[src/design/sltd_pkg.sv]
package sltd_pkg;

  // Frame layout constants.
  localparam int unsigned HeaderBytes   = 4;
  localparam int unsigned FrameOverhead = 6;
  localparam int unsigned LenCeiling    = 249;

  // Configuration register indices.
  localparam logic [7:0] CFG_FIRST_SYNC  = 8'd0;
  localparam logic [7:0] CFG_SECOND_SYNC = 8'd1;
  localparam logic [7:0] CFG_TAIL        = 8'd2;
  localparam logic [7:0] CFG_MAX_LEN     = 8'd3;

  // Reset values of the configuration registers.
  localparam logic [7:0] RST_FIRST_SYNC  = 8'd170;
  localparam logic [7:0] RST_SECOND_SYNC = 8'd85;
  localparam logic [7:0] RST_TAIL        = 8'd13;
  localparam logic [7:0] RST_MAX_LEN     = 8'd64;

  // Queue depth between the classifier and the frame tracker.
  localparam int unsigned QueueDepth = 2;
  localparam int unsigned QueuePtrW  = $clog2(QueueDepth);
  localparam int unsigned QueueCntW  = $clog2(QueueDepth + 1);

  // One classified byte: the byte itself and its compares against the setup.
  typedef struct packed {
    logic [7:0] rx_byte;
    logic       is_sync1;
    logic       is_sync2;
    logic       is_tail;
    logic       len_ok;
  } class_t;

endpackage

[src/design/sltd_front.sv]
module sltd_front (
  input  logic               clk_i,
  input  logic               rst_ni,
  input  logic               in_valid_i,
  input  logic [7:0]         rx_byte_i,
  input  logic               cfg_valid_i,
  input  logic [7:0]         cfg_index_i,
  input  logic [7:0]         cfg_data_i,
  output logic               push_o,
  output sltd_pkg::class_t   entry_o
);
  import sltd_pkg::*;

  logic [7:0] first_sync_q;
  logic [7:0] second_sync_q;
  logic [7:0] tail_q;
  logic [7:0] max_len_q;
  logic [7:0] limit;

  // Configuration registers; writes to unknown indices are ignored.
  always_ff @(posedge clk_i or negedge rst_ni) begin
    if (!rst_ni) begin
      first_sync_q  <= RST_FIRST_SYNC;
      second_sync_q <= RST_SECOND_SYNC;
      tail_q        <= RST_TAIL;
      max_len_q     <= RST_MAX_LEN;
    end else if (cfg_valid_i) begin
      case (cfg_index_i)
        CFG_FIRST_SYNC:  first_sync_q  <= cfg_data_i;
        CFG_SECOND_SYNC: second_sync_q <= cfg_data_i;
        CFG_TAIL:        tail_q        <= cfg_data_i;
        CFG_MAX_LEN:     max_len_q     <= cfg_data_i;
        default: ;
      endcase
    end
  end

  // The length limit is clamped so that the whole frame size fits in a byte.
  assign limit = (max_len_q > 8'(LenCeiling)) ? 8'(LenCeiling) : max_len_q;

  // Classify the byte against every compare the tracker may need.
  always_comb begin
    entry_o.rx_byte  = rx_byte_i;
    entry_o.is_sync1 = (rx_byte_i == first_sync_q);
    entry_o.is_sync2 = (rx_byte_i == second_sync_q);
    entry_o.is_tail  = (rx_byte_i == tail_q);
    entry_o.len_ok   = (rx_byte_i <= limit);
  end

  assign push_o = in_valid_i;

endmodule

[src/design/sltd_queue.sv]
module sltd_queue (
  input  logic             clk_i,
  input  logic             rst_ni,
  input  logic             push_i,
  input  sltd_pkg::class_t push_data_i,
  output logic             push_ready_o,
  output logic             pop_valid_o,
  input  logic             pop_i,
  output sltd_pkg::class_t pop_data_o
);
  import sltd_pkg::*;

  class_t                 mem_q [QueueDepth];
  logic [QueuePtrW-1:0]   wr_ptr_q, wr_ptr_d;
  logic [QueuePtrW-1:0]   rd_ptr_q, rd_ptr_d;
  logic [QueueCntW-1:0]   count_q, count_d;
  logic                   do_push;
  logic                   do_pop;

  assign push_ready_o = (count_q != QueueCntW'(QueueDepth));
  assign pop_valid_o  = (count_q != '0);
  assign do_push      = push_i && push_ready_o;
  assign do_pop       = pop_i && pop_valid_o;
  assign pop_data_o   = mem_q[rd_ptr_q];

  // Pointer and fill level updates, wrapping at the queue depth.
  always_comb begin
    wr_ptr_d = wr_ptr_q;
    rd_ptr_d = rd_ptr_q;
    count_d  = count_q;
    if (do_push) begin
      wr_ptr_d = (wr_ptr_q == QueuePtrW'(QueueDepth - 1)) ? '0 : wr_ptr_q + 1'b1;
    end
    if (do_pop) begin
      rd_ptr_d = (rd_ptr_q == QueuePtrW'(QueueDepth - 1)) ? '0 : rd_ptr_q + 1'b1;
    end
    if (do_push && !do_pop) begin
      count_d = count_q + 1'b1;
    end else if (do_pop && !do_push) begin
      count_d = count_q - 1'b1;
    end
  end

  always_ff @(posedge clk_i or negedge rst_ni) begin
    if (!rst_ni) begin
      wr_ptr_q <= '0;
      rd_ptr_q <= '0;
      count_q  <= '0;
    end else begin
      wr_ptr_q <= wr_ptr_d;
      rd_ptr_q <= rd_ptr_d;
      count_q  <= count_d;
    end
  end

  // Storage needs no reset; entries are only read once written.
  always_ff @(posedge clk_i) begin
    if (do_push) begin
      mem_q[wr_ptr_q] <= push_data_i;
    end
  end

endmodule

[src/design/sltd_back.sv]
module sltd_back (
  input  logic             clk_i,
  input  logic             rst_ni,
  input  logic             pop_valid_i,
  input  sltd_pkg::class_t entry_i,
  output logic             pop_o,
  output logic             out_valid_o,
  input  logic             out_ready_i,
  output logic [7:0]       data_byte_o,
  output logic             captured_o,
  output logic [7:0]       byte_index_o,
  output logic             frame_end_o,
  output logic             tail_ok_o,
  output logic             dropped_o,
  output logic [31:0]      tail_error_count_o
);
  import sltd_pkg::*;

  localparam logic [1:0] PH_IDLE  = 2'd0;
  localparam logic [1:0] PH_SYNC2 = 2'd1;
  localparam logic [1:0] PH_HDR   = 2'd2;
  localparam logic [1:0] PH_BODY  = 2'd3;

  logic [1:0]  phase_q, phase_d;
  logic [7:0]  pos_q, pos_d;
  logic [7:0]  exp_len_q, exp_len_d;
  logic [31:0] err_q, err_d;
  logic [7:0]  pos_inc;
  logic        out_valid_q;

  logic        cap, fend, tok, drop;
  logic [7:0]  idx;

  logic [7:0]  data_q, idx_q;
  logic        cap_q, fend_q, tok_q, drop_q;

  // Take a byte whenever the output register is free or being emptied.
  assign pop_o   = pop_valid_i && (!out_valid_q || out_ready_i);
  assign pos_inc = pos_q + 8'd1;

  // Frame tracking for the byte at the head of the queue.
  always_comb begin
    phase_d   = phase_q;
    pos_d     = pos_q;
    exp_len_d = exp_len_q;
    err_d     = err_q;
    cap       = 1'b0;
    idx       = '0;
    fend      = 1'b0;
    tok       = 1'b0;
    drop      = 1'b0;
    case (phase_q)
      PH_IDLE: begin
        if (entry_i.is_sync1) begin
          cap     = 1'b1;
          pos_d   = 8'd1;
          phase_d = PH_SYNC2;
        end
      end
      PH_SYNC2: begin
        cap = 1'b1;
        idx = 8'd1;
        if (entry_i.is_sync2) begin
          pos_d   = 8'd2;
          phase_d = PH_HDR;
        end else begin
          drop      = 1'b1;
          phase_d   = PH_IDLE;
          pos_d     = '0;
          exp_len_d = '0;
        end
      end
      PH_HDR: begin
        cap   = 1'b1;
        idx   = pos_q;
        pos_d = pos_inc;
        if (pos_inc >= 8'(HeaderBytes)) begin
          if (!entry_i.len_ok) begin
            drop      = 1'b1;
            phase_d   = PH_IDLE;
            pos_d     = '0;
            exp_len_d = '0;
          end else begin
            exp_len_d = entry_i.rx_byte + 8'(FrameOverhead);
            phase_d   = PH_BODY;
          end
        end
      end
      default: begin
        cap   = 1'b1;
        idx   = pos_q;
        pos_d = pos_inc;
        if ((pos_inc >= exp_len_q) || (pos_inc == '0)) begin
          fend = 1'b1;
          if (entry_i.is_tail) begin
            tok = 1'b1;
          end else begin
            err_d = err_q + 32'd1;
          end
          phase_d   = PH_IDLE;
          pos_d     = '0;
          exp_len_d = '0;
        end
      end
    endcase
  end

  always_ff @(posedge clk_i or negedge rst_ni) begin
    if (!rst_ni) begin
      phase_q     <= PH_IDLE;
      pos_q       <= '0;
      exp_len_q   <= '0;
      err_q       <= '0;
      out_valid_q <= 1'b0;
    end else begin
      if (pop_o) begin
        phase_q   <= phase_d;
        pos_q     <= pos_d;
        exp_len_q <= exp_len_d;
        err_q     <= err_d;
      end
      if (pop_o) begin
        out_valid_q <= 1'b1;
      end else if (out_ready_i) begin
        out_valid_q <= 1'b0;
      end
    end
  end

  // Output register for the result flags.
  always_ff @(posedge clk_i) begin
    if (pop_o) begin
      data_q <= entry_i.rx_byte;
      cap_q  <= cap;
      idx_q  <= idx;
      fend_q <= fend;
      tok_q  <= tok;
      drop_q <= drop;
    end
  end

  assign out_valid_o  = out_valid_q;
  assign data_byte_o  = data_q;
  assign captured_o   = cap_q;
  assign byte_index_o = idx_q;
  assign frame_end_o  = fend_q;
  assign tail_ok_o    = tok_q;
  assign dropped_o    = drop_q;
  // The counter only moves when a result is loaded, so it matches the shown result.
  assign tail_error_count_o = err_q;

endmodule

[src/design/sync_length_tail_deframer.sv]
// Channel   Direction  Handshake                   Payload
// in        input      in_valid_i / in_ready_o     rx_byte_i
// out       output     out_valid_o / out_ready_i   data_byte_o .. tail_error_count_o
// cfg       input      cfg_valid_i / cfg_ready_o   cfg_index_i, cfg_data_i
//
// One byte per cycle is sustained while the output is not stalled; a byte's result
// reaches the output register once it has passed the two-entry queue.
// The frame tracker updates its state and the output register together.
// Reset is asynchronous and active low, and clears the tracker, the queue and
// the tail error count; the setup registers return to their reset values.
// A stalled output fills the queue, after which in_ready_o drops.
module sync_length_tail_deframer (
  input  logic        clk_i,
  input  logic        rst_ni,
  input  logic        in_valid_i,
  output logic        in_ready_o,
  input  logic [7:0]  rx_byte_i,
  output logic        out_valid_o,
  input  logic        out_ready_i,
  output logic [7:0]  data_byte_o,
  output logic        captured_o,
  output logic [7:0]  byte_index_o,
  output logic        frame_end_o,
  output logic        tail_ok_o,
  output logic        dropped_o,
  output logic [31:0] tail_error_count_o,
  input  logic        cfg_valid_i,
  output logic        cfg_ready_o,
  input  logic [7:0]  cfg_index_i,
  input  logic [7:0]  cfg_data_i
);
  import sltd_pkg::*;

  logic   push;
  class_t push_entry;
  logic   pop_valid;
  logic   pop;
  class_t pop_entry;

  assign cfg_ready_o = 1'b1;

  sltd_front u_front (
    .clk_i       (clk_i),
    .rst_ni      (rst_ni),
    .in_valid_i  (in_valid_i),
    .rx_byte_i   (rx_byte_i),
    .cfg_valid_i (cfg_valid_i),
    .cfg_index_i (cfg_index_i),
    .cfg_data_i  (cfg_data_i),
    .push_o      (push),
    .entry_o     (push_entry)
  );

  sltd_queue u_queue (
    .clk_i        (clk_i),
    .rst_ni       (rst_ni),
    .push_i       (push),
    .push_data_i  (push_entry),
    .push_ready_o (in_ready_o),
    .pop_valid_o  (pop_valid),
    .pop_i        (pop),
    .pop_data_o   (pop_entry)
  );

  sltd_back u_back (
    .clk_i              (clk_i),
    .rst_ni             (rst_ni),
    .pop_valid_i        (pop_valid),
    .entry_i            (pop_entry),
    .pop_o              (pop),
    .out_valid_o        (out_valid_o),
    .out_ready_i        (out_ready_i),
    .data_byte_o        (data_byte_o),
    .captured_o         (captured_o),
    .byte_index_o       (byte_index_o),
    .frame_end_o        (frame_end_o),
    .tail_ok_o          (tail_ok_o),
    .dropped_o          (dropped_o),
    .tail_error_count_o (tail_error_count_o)
  );

endmodule

[config.mk]
export PLATFORM = sky130hd
export DESIGN_NAME = sync_length_tail_deframer
export DESIGN_NICKNAME = d
export VERILOG_FILES = /design/src/design/sltd_pkg.sv /design/src/design/sltd_front.sv /design/src/design/sltd_queue.sv /design/src/design/sltd_back.sv /design/src/design/sync_length_tail_deframer.sv
export SDC_FILE = /design/constraint.sdc
export NUM_CORES = 1
export LEC_CHECK = 0
export ABC_AREA = 1
export BUFFER_PORTS_ARGS = -buffer_cell sky130_fd_sc_hd__buf_4
export CAP_MARGIN = 20
export CORE_ASPECT_RATIO = 0.9
export CORE_MARGIN = 3
export CORE_UTILIZATION = 59
export DETAILED_ROUTE_END_ITERATION = 8
export GPL_ROUTABILITY_DRIVEN = 0
export PLACE_DENSITY = 0.87
export SLEW_MARGIN = 25
export SYNTH_ARGS = -nofsm -noshare
export SYNTH_HDL_FRONTEND = slang
export SYNTH_SLANG_ARGS = --single-unit
[constraint.sdc]
create_clock -name clk_i -period 2.6 [get_ports clk_i]
set_input_delay 0.26 -clock clk_i [delete_from_list [all_inputs] [get_ports clk_i]]
set_output_delay 0.26 -clock clk_i [all_outputs]
set_load 0.05 [all_outputs]
* After elaboration in Yosys (flattened, before gate mapping) *
Memories as Yosys holds them, arrays and structs flattened.
Cells that the tools add are included.

storage, ports and cells
  bits in registers = 107
  bits in writable memories = 24
  input bits = 29
  word-level logic and storage cells = 108
  memories = 1

memories
  name           words  width  rd ports  clocked after Yosys merged registers in  write ports  RTL line          text
  u_queue.mem_q  2      12     1         0                                        1            sltd_queue.sv:13  class_t mem_q [QueueDepth];

operators by class
  $add $sub $neg = 7
  magnitude comparators = 4
  equality and inequality tests = 12
  muxes and demuxes = 34
  bitwise operators = 4
  reductions and logical operators = 28

operators by type and width
  kind                                                                                  number
  8-bit 2-to-1 mux                                                                      9
  8-bit one-hot mux with 3 select lines                                                 2
  32-bit by 1-bit adder with 32-bit output (second input constant)                      1
  8-bit == test                                                                         3
  8-bit by 2-bit == test with 1-bit output (second input constant)                      2
  8-bit zero test                                                                       2
  2-bit 2-to-1 mux                                                                      8
  8-bit one-hot mux with 2 select lines                                                 1
  1-bit 2-to-1 mux                                                                      12
  2-bit AND reduction                                                                   5
  8-bit by 1-bit adder with 8-bit output (second input constant)                        1
  8-bit by 3-bit adder with 8-bit output (second input constant)                        1
  8-bit by 1-bit == test with 1-bit output (second input constant)                      1
  8-bit by 3-bit greater-or-equal comparator with 1-bit output (second input constant)  1
  8-bit greater-or-equal comparator                                                     1
  8-bit > comparator (second input constant)                                            1
  8-bit <= comparator                                                                   1
  4-bit AND reduction                                                                   2
  2-bit != test (second input constant)                                                 3
  2-bit one-hot mux with 3 select lines                                                 1
  2-bit nonzero test                                                                    3
  1-bit logical AND                                                                     5
  5-bit AND reduction                                                                   1
  1-bit inverter                                                                        4
  other kinds (14)                                                                      18

* Logic depth before layout (Yosys ltp) *
  word-level depth = 7
  gate-level depth with buffers = 18
  mapped depth without buffers = 17

* Cells and area by module *
Synthesis repeated with hierarchy kept, for this count alone.

unflattened totals
  cell total of the unflattened synthesis = 906
  area, all modules = 7389.6 um2

by module, submodules not included
  module                     instances  cells an instance  area an instance (um2)  sequential area each (um2)
  sltd_back                  1          569                4337.9                  1876.8
  sltd_front                 1          244                1920.6                  815.8
  sltd_queue                 1          91                 1119.8                  820.8
  sync_length_tail_deframer  1          2                  11.3                    0.0

* Worst setup path before layout *
Ideal clock, no wire load.

  path kind = reg-to-reg
  start point = register u_back.out_valid_q (netlist: u_back.out_valid_o)
  end point = register u_back.idx_q[0] (netlist: u_back.byte_index_o[0]) (enable)
  setup time = 392 ps
  arrival time = 1850 ps
  required time = 2208 ps
  path slack = 357 ps
  cell stages (with the launch flop) = 5
  period minus slack after synthesis = 2243 ps
  cells stage by stage = dfrtp_1 inv_1 nor2_1 a21oi_2 clkbuf_1

on the way
  word-level cells in the longest chain between the ends = 3

ends and longest elaborated chain
  what                    RTL line                         text
  from (decl)             sltd_back.sv:29                  logic out_valid_q;
  from (signal assigned)  sltd_back.sv:114                 out_valid_q <= 1'b0;
  from (signal assigned)  sltd_back.sv:123                 out_valid_q <= 1'b1;
  from (signal assigned)  sltd_back.sv:125                 out_valid_q <= 1'b0;
  1-bit zero test         sltd_back.sv:38                  assign pop_o = pop_valid_i && (!out_valid_q || out_ready_i);
  1-bit logical OR        sltd_back.sv:38
  1-bit logical AND       sltd_back.sv:38
  via pop                 sync_length_tail_deframer.sv:37  logic pop;
  to (signal assigned)    sltd_back.sv:135                 idx_q <= idx;
  to (decl)               sltd_back.sv:34                  logic [7:0] data_q, idx_q;

The timed path passes the listed nets, and every way through them passes these cells.
A chain may end at the register's enable or synchronous reset.

* Worst setup path in the final report *
  start point = register u_back.pos_q[1]
  end point = register u_back.err_q[5] (netlist: u_back.tail_error_count_o[5])

on the way
  word-level cells in the longest chain between the ends = 4
  elaborated cells on any way between the ends = 5

ends and longest elaborated chain
  what                                                                  RTL line          text
  from (decl)                                                           sltd_back.sv:25   logic [7:0] pos_q, pos_d;
  from (signal assigned)                                                sltd_back.sv:118  pos_q <= pos_d;
  8-bit by 1-bit adder with 8-bit output *                              sltd_back.sv:39   assign pos_inc = pos_q + 8'd1;
  8-bit greater-or-equal comparator or 8-bit zero test (tied branches)  sltd_back.sv:93   if ((pos_inc >= exp_len_q) || (pos_inc == '0)) begin
  1-bit logical OR *                                                    sltd_back.sv:93
  4-bit AND reduction (no line) *                                       --
  to (signal assigned)                                                  sltd_back.sv:120  err_q <= err_d;
  to (decl)                                                             sltd_back.sv:27   logic [31:0] err_q, err_d;

Mark *: on every way between the ends. The rest lies on a longest branch, timed or not.

==> summary.md <==
| Metric | Value |
|---|---|
| R2R Setup Slk | roughly 0.19 ns |
| Buffers on Ports | 82 |
| Setup crit start kind | flop |
| Mapped Cells | 849 |
| Largest net degree at the start of global routing | 45 |
| Req. time, crit path | just under 3 ns |
| Max incr delay on CP | 0.41 ns |
| Status | completed |
| Leakage | just over 4 nW |
| Starting DRT DRC Count | approximately 600 |
| N_diodes | 0 |
| Tcrit/Tclk final | 0.9283 |
| Syn Area/Cell | around 8.4 sq um |
| Crit-path max FO | 8 |
| Multi-input gate area | around 0.0032 sq mm |
| Yosys top cell by area | dfrtp_1 |
| Core Util, Final | 0.7418 |
| TritonCTS clock tree | built |
| Layout cell share with drive strength beyond 1 | 0.1688 |
| Initial antenna violation count | 0 |
| Pwr/cell area | ~1000 mW/mm^2 |
| IO Count | 84 |
| Hold_ws | about 0.041 ns |
| Most Frequent Cell on Critical Path | nand2_1 |
| Sink Count | about 130 |
| Final hold violation count | 0 |
| Clk pin slew, worst setup/hold paths | around 0.060 ns |
| Critical Path AT | about 2.7 ns |
| Post-DRT Antenna Nets | 0 |
| Slowest cell on crit path | dfrtp_1 |
| Slew Limit Fails | 0 |
| Fill cells | around 830 |
| Flip-flop and latch area | approximately 0.0035 sq mm |
| Ys Warns | 0 |
| Max clock buf depth | 2 |
| Core region area | around 0.012 sq mm |
| Root Driver | clkbuf_16 |
| Die area | between 0.01 and 0.015 sq mm |
| Worst Hold Class | input port to flop |
| Routed len/inst | about 15 um |
| Via-to-Cell Ratio | about 5.5 |
| Synth top area cells | dfrtp_1 (26%), edfxtp_1 (19%), nand2_1 (14%) |
| H-tree Lvls | 4 |
| Final WS setup | 0.1865 ns |
| Maximum VDD drop | between 600 and 700 uV |
| Vias in the first global route | between 5k and 6k |
| Die H | ~110 um |
| Total CTS buffers | 17 |
| Pre-CTS setup slack | -0.02229 ns |
| Bufs and invs on worst path | 4 |
| CP Cell Sequence | ha_1, inv_1, nand2_1, nand2_1, inv_1, ha_1, nand2_1, nand2_1, nand2_1, nand2_1, nand2_1, nand2_1, nand2_2, nand2_4, buf_12, buf_4, nand4_1, nand2_1 |
| Total grt overflow | 0 |
| RSZ-0062 raised after global routing | false |
| Worst Tran Pin Value | 0.5987 ns |
| Setup Total Neg Slack | 0 ns |
| Setup Crit Path Kind | flop to flop |
| Syn nets | 901 |
| First-pass GRT wire length | ~27 mm |
| Seq/Total Area, Yosys | 0.4941 |
| Min cycle time layout | about 2.4 ns |
| Total wire length | 17.17 mm |
| Final setup viols | 0 |
| Via count | approximately 6.1k |
| Total GRT Usage | 0.2621 |
| Initial core utilization | 0.6119 |
| Number of remaining DRC errors | 0 |
| Critical path's top delay family | simple AND/OR/NAND/NOR gates |
| DR pass1 iterations | 5 |
| Yosys reg bits | roughly 130 |
| Total of max-cap violations | 0 |
| Yosys top cell area share | 0.2639 |
| Netlist cell types | 40 |
| Tot Pwr | ~9 mW |
| Nets | ~1000 |
| Worst Setup End Kind | flop |
| Die span in x | around 120 um |
| Worst Skew | 0.007958 ns |
| Cell area after synthesis | about 0.0071 sq mm |
| Max_slew headroom | 0.6008 |
| FP Rows | 37 |
| Post-DP HPWL | 11.84 mm |
| Area Overhead vs Synth | 21.22% |
| Fmax | between 0.4 and 0.5 GHz |
| Clock latency on the worst-skew pair | roughly 0.42 ns |
-- flip-flops by register name, indices dropped and copies added, names as in the netlist, 8 cells and up --
register                   flops
u_back.byte_index_o            8
u_front.max_len_q              8
u_front.second_sync_q          8
u_front.first_sync_q           8
u_back.tail_error_count_o     32
u_back.pos_q                   8
u_queue.mem_q                 24
u_back.exp_len_q               8
u_front.tail_q                 8
u_back.data_byte_o             8
-- worst reg2reg max path, cell delays in order, from the launching register on --
cell and delay [ns]:
dfrtp_1 0.41, ha_1 0.24, inv_1 0.13, nand2_1 0.08, nand2_1 0.10, inv_1 0.05
ha_1 0.26, nand2_1 0.06, nand2_1 0.04, nand2_1 0.05, nand2_1 0.04, nand2_1 0.05
nand2_1 0.05, nand2_2 0.13, nand2_4 0.15, buf_12 0.17, buf_4 0.16, nand4_1 0.08
nand2_1 0.06
-- cell type report --
type,instances,share of cell area
repair buffers,99,0.08985
clock inverters,15,0.02206
clock buffers,17,0.04935
multi-input cells,605,0.3678
flip-flops and latches,131,0.4078
inverters,93,0.04050
well taps,156,0.02264
-- kinds of logic (layout without fill, tap and decap cells) --
logic type	Yosys count	after routing	share of synthesized area
AND/OR/NAND/NOR	453	455	0.2763
flip-flops	131	131	0.4941
buffers and inverters	115	224	0.06563
AO/OA/AOI/OAI	70	70	0.05385
XOR/XNOR	55	55	0.06775
adder cells (fa/ha/maj)	23	23	0.04047
other	1	1	0.0005274
multiplexers	1	1	0.001408
-- per-layer routing --
layer / GRT usage / up-vias / wire, um
li1: - / 2976 / -
met1: 0.3374 / 2855 / 7353
met2: 0.4323 / 237 / 8190
met3: 0.06531 / 46 / 1215
met4: 0.1008 / 0 / 410
met5: 0 / - / 0
-- what timing repair did --
| action | 4_1_cts | 5_1_grt |
|---|---|---|
| buffers inserted | 0 | 3 |
| setup endpoints to repair | 9 | 45 |
| resized for setup | 0 | 4 |
| gates cloned | 0 | 2 |
| hold buffers | 1 | 0 |
| pin swaps | 1 | 2 |
| hold endpoints to repair | 43 | 0 |
-- report_power, final --
part / internal [mW] / switching, mW / leakage (nW) / total [mW]
Clock: 1.59 / 0.880 / 0.291 / 2.47
Combinational: 1.16 / 2.53 / 2.26 / 3.69
Sequential: 2.61 / 0.206 / 1.57 / 2.82
Total: 5.36 / 3.62 / 4.12 / 8.98
-- metrics by stage --
| step | cells | area, sq um |
|---|---|---|
| 4_1_cts | 1111 | 8549 |
| 6_report | 1116 | 8620 |
| 5_1_grt | 1116 | 8620 |
| 3_5_place_dp | 1078 | 7924 |
| 2_1_floorplan | 849 | 7111 |
| 3_3_place_gp | 1078 | 7924 |
-- synthesized netlist by cell type --
master / number
nand2_4: 1
or2_2: 4
nand3_1: 31
xor2_1: 21
inv_2: 3
nor2_1: 64
conb_1: 1
nand2_2: 3
buf_4: 2
nand3_4: 1
a211oi_1: 1
nor2_2: 1
o21bai_2: 1
nand3_2: 1
o2111ai_1: 1
buf_6: 3
nor3_4: 1
dfstp_2: 12
ha_1: 23
clkinv_1: 1
o21ai_0: 48
o221ai_1: 1
edfxtp_1: 44
buf_2: 4
inv_1: 89
nor4_1: 2
dfrtp_1: 75
nand2_1: 273
o22ai_1: 1
a21oi_1: 15
mux2i_1: 1
clkbuf_1: 13
nor3b_1: 2
or4_1: 1
nand3b_1: 2
nor3_1: 19
xnor2_1: 34
nand4_1: 47
a21oi_2: 1
a21oi_4: 1
-- cells in the final DEF, fill, tap and decap left out, types with 15 or more instances in the layout --
cell | netlist | layout
buf_4 | 2 | 95
nor3_1 | 19 | 19
o21ai_0 | 48 | 48
dfrtp_1 | 75 | 74
xnor2_1 | 34 | 34
edfxtp_1 | 44 | 44
clkbuf_16 | 0 | 17
nand4_1 | 47 | 47
nand2_1 | 273 | 272
ha_1 | 23 | 23
inv_1 | 89 | 89
nand3_1 | 31 | 31
nor2_1 | 64 | 63
a21oi_1 | 15 | 15
xor2_1 | 21 | 21
-- path summary, 6_finish.rpt --
kind,startpoint,to,depth (start not counted)
max in group asynchronous,rst_ni,u_front.second_sync_q[2]$_DFFE_PN1P_,3
setup / recovery,u_back.pos_q[1]$_DFFE_PN0P_,u_back.tail_error_count_o[5]$_DFFE_PN0P_,18
hold reg to reg,u_back.exp_len_q[2]$_DFFE_PN0P_,u_back.exp_len_q[2]$_DFFE_PN0P_,2
setup reg to reg,u_back.pos_q[1]$_DFFE_PN0P_,u_back.tail_error_count_o[5]$_DFFE_PN0P_,18
hold / removal,out_ready_i,u_back.out_valid_o$_DFFE_PN0P_,2
min in group asynchronous,rst_ni,u_back.exp_len_q[6]$_DFFE_PN0P_,2
Power figures use the tool's default switching activity.
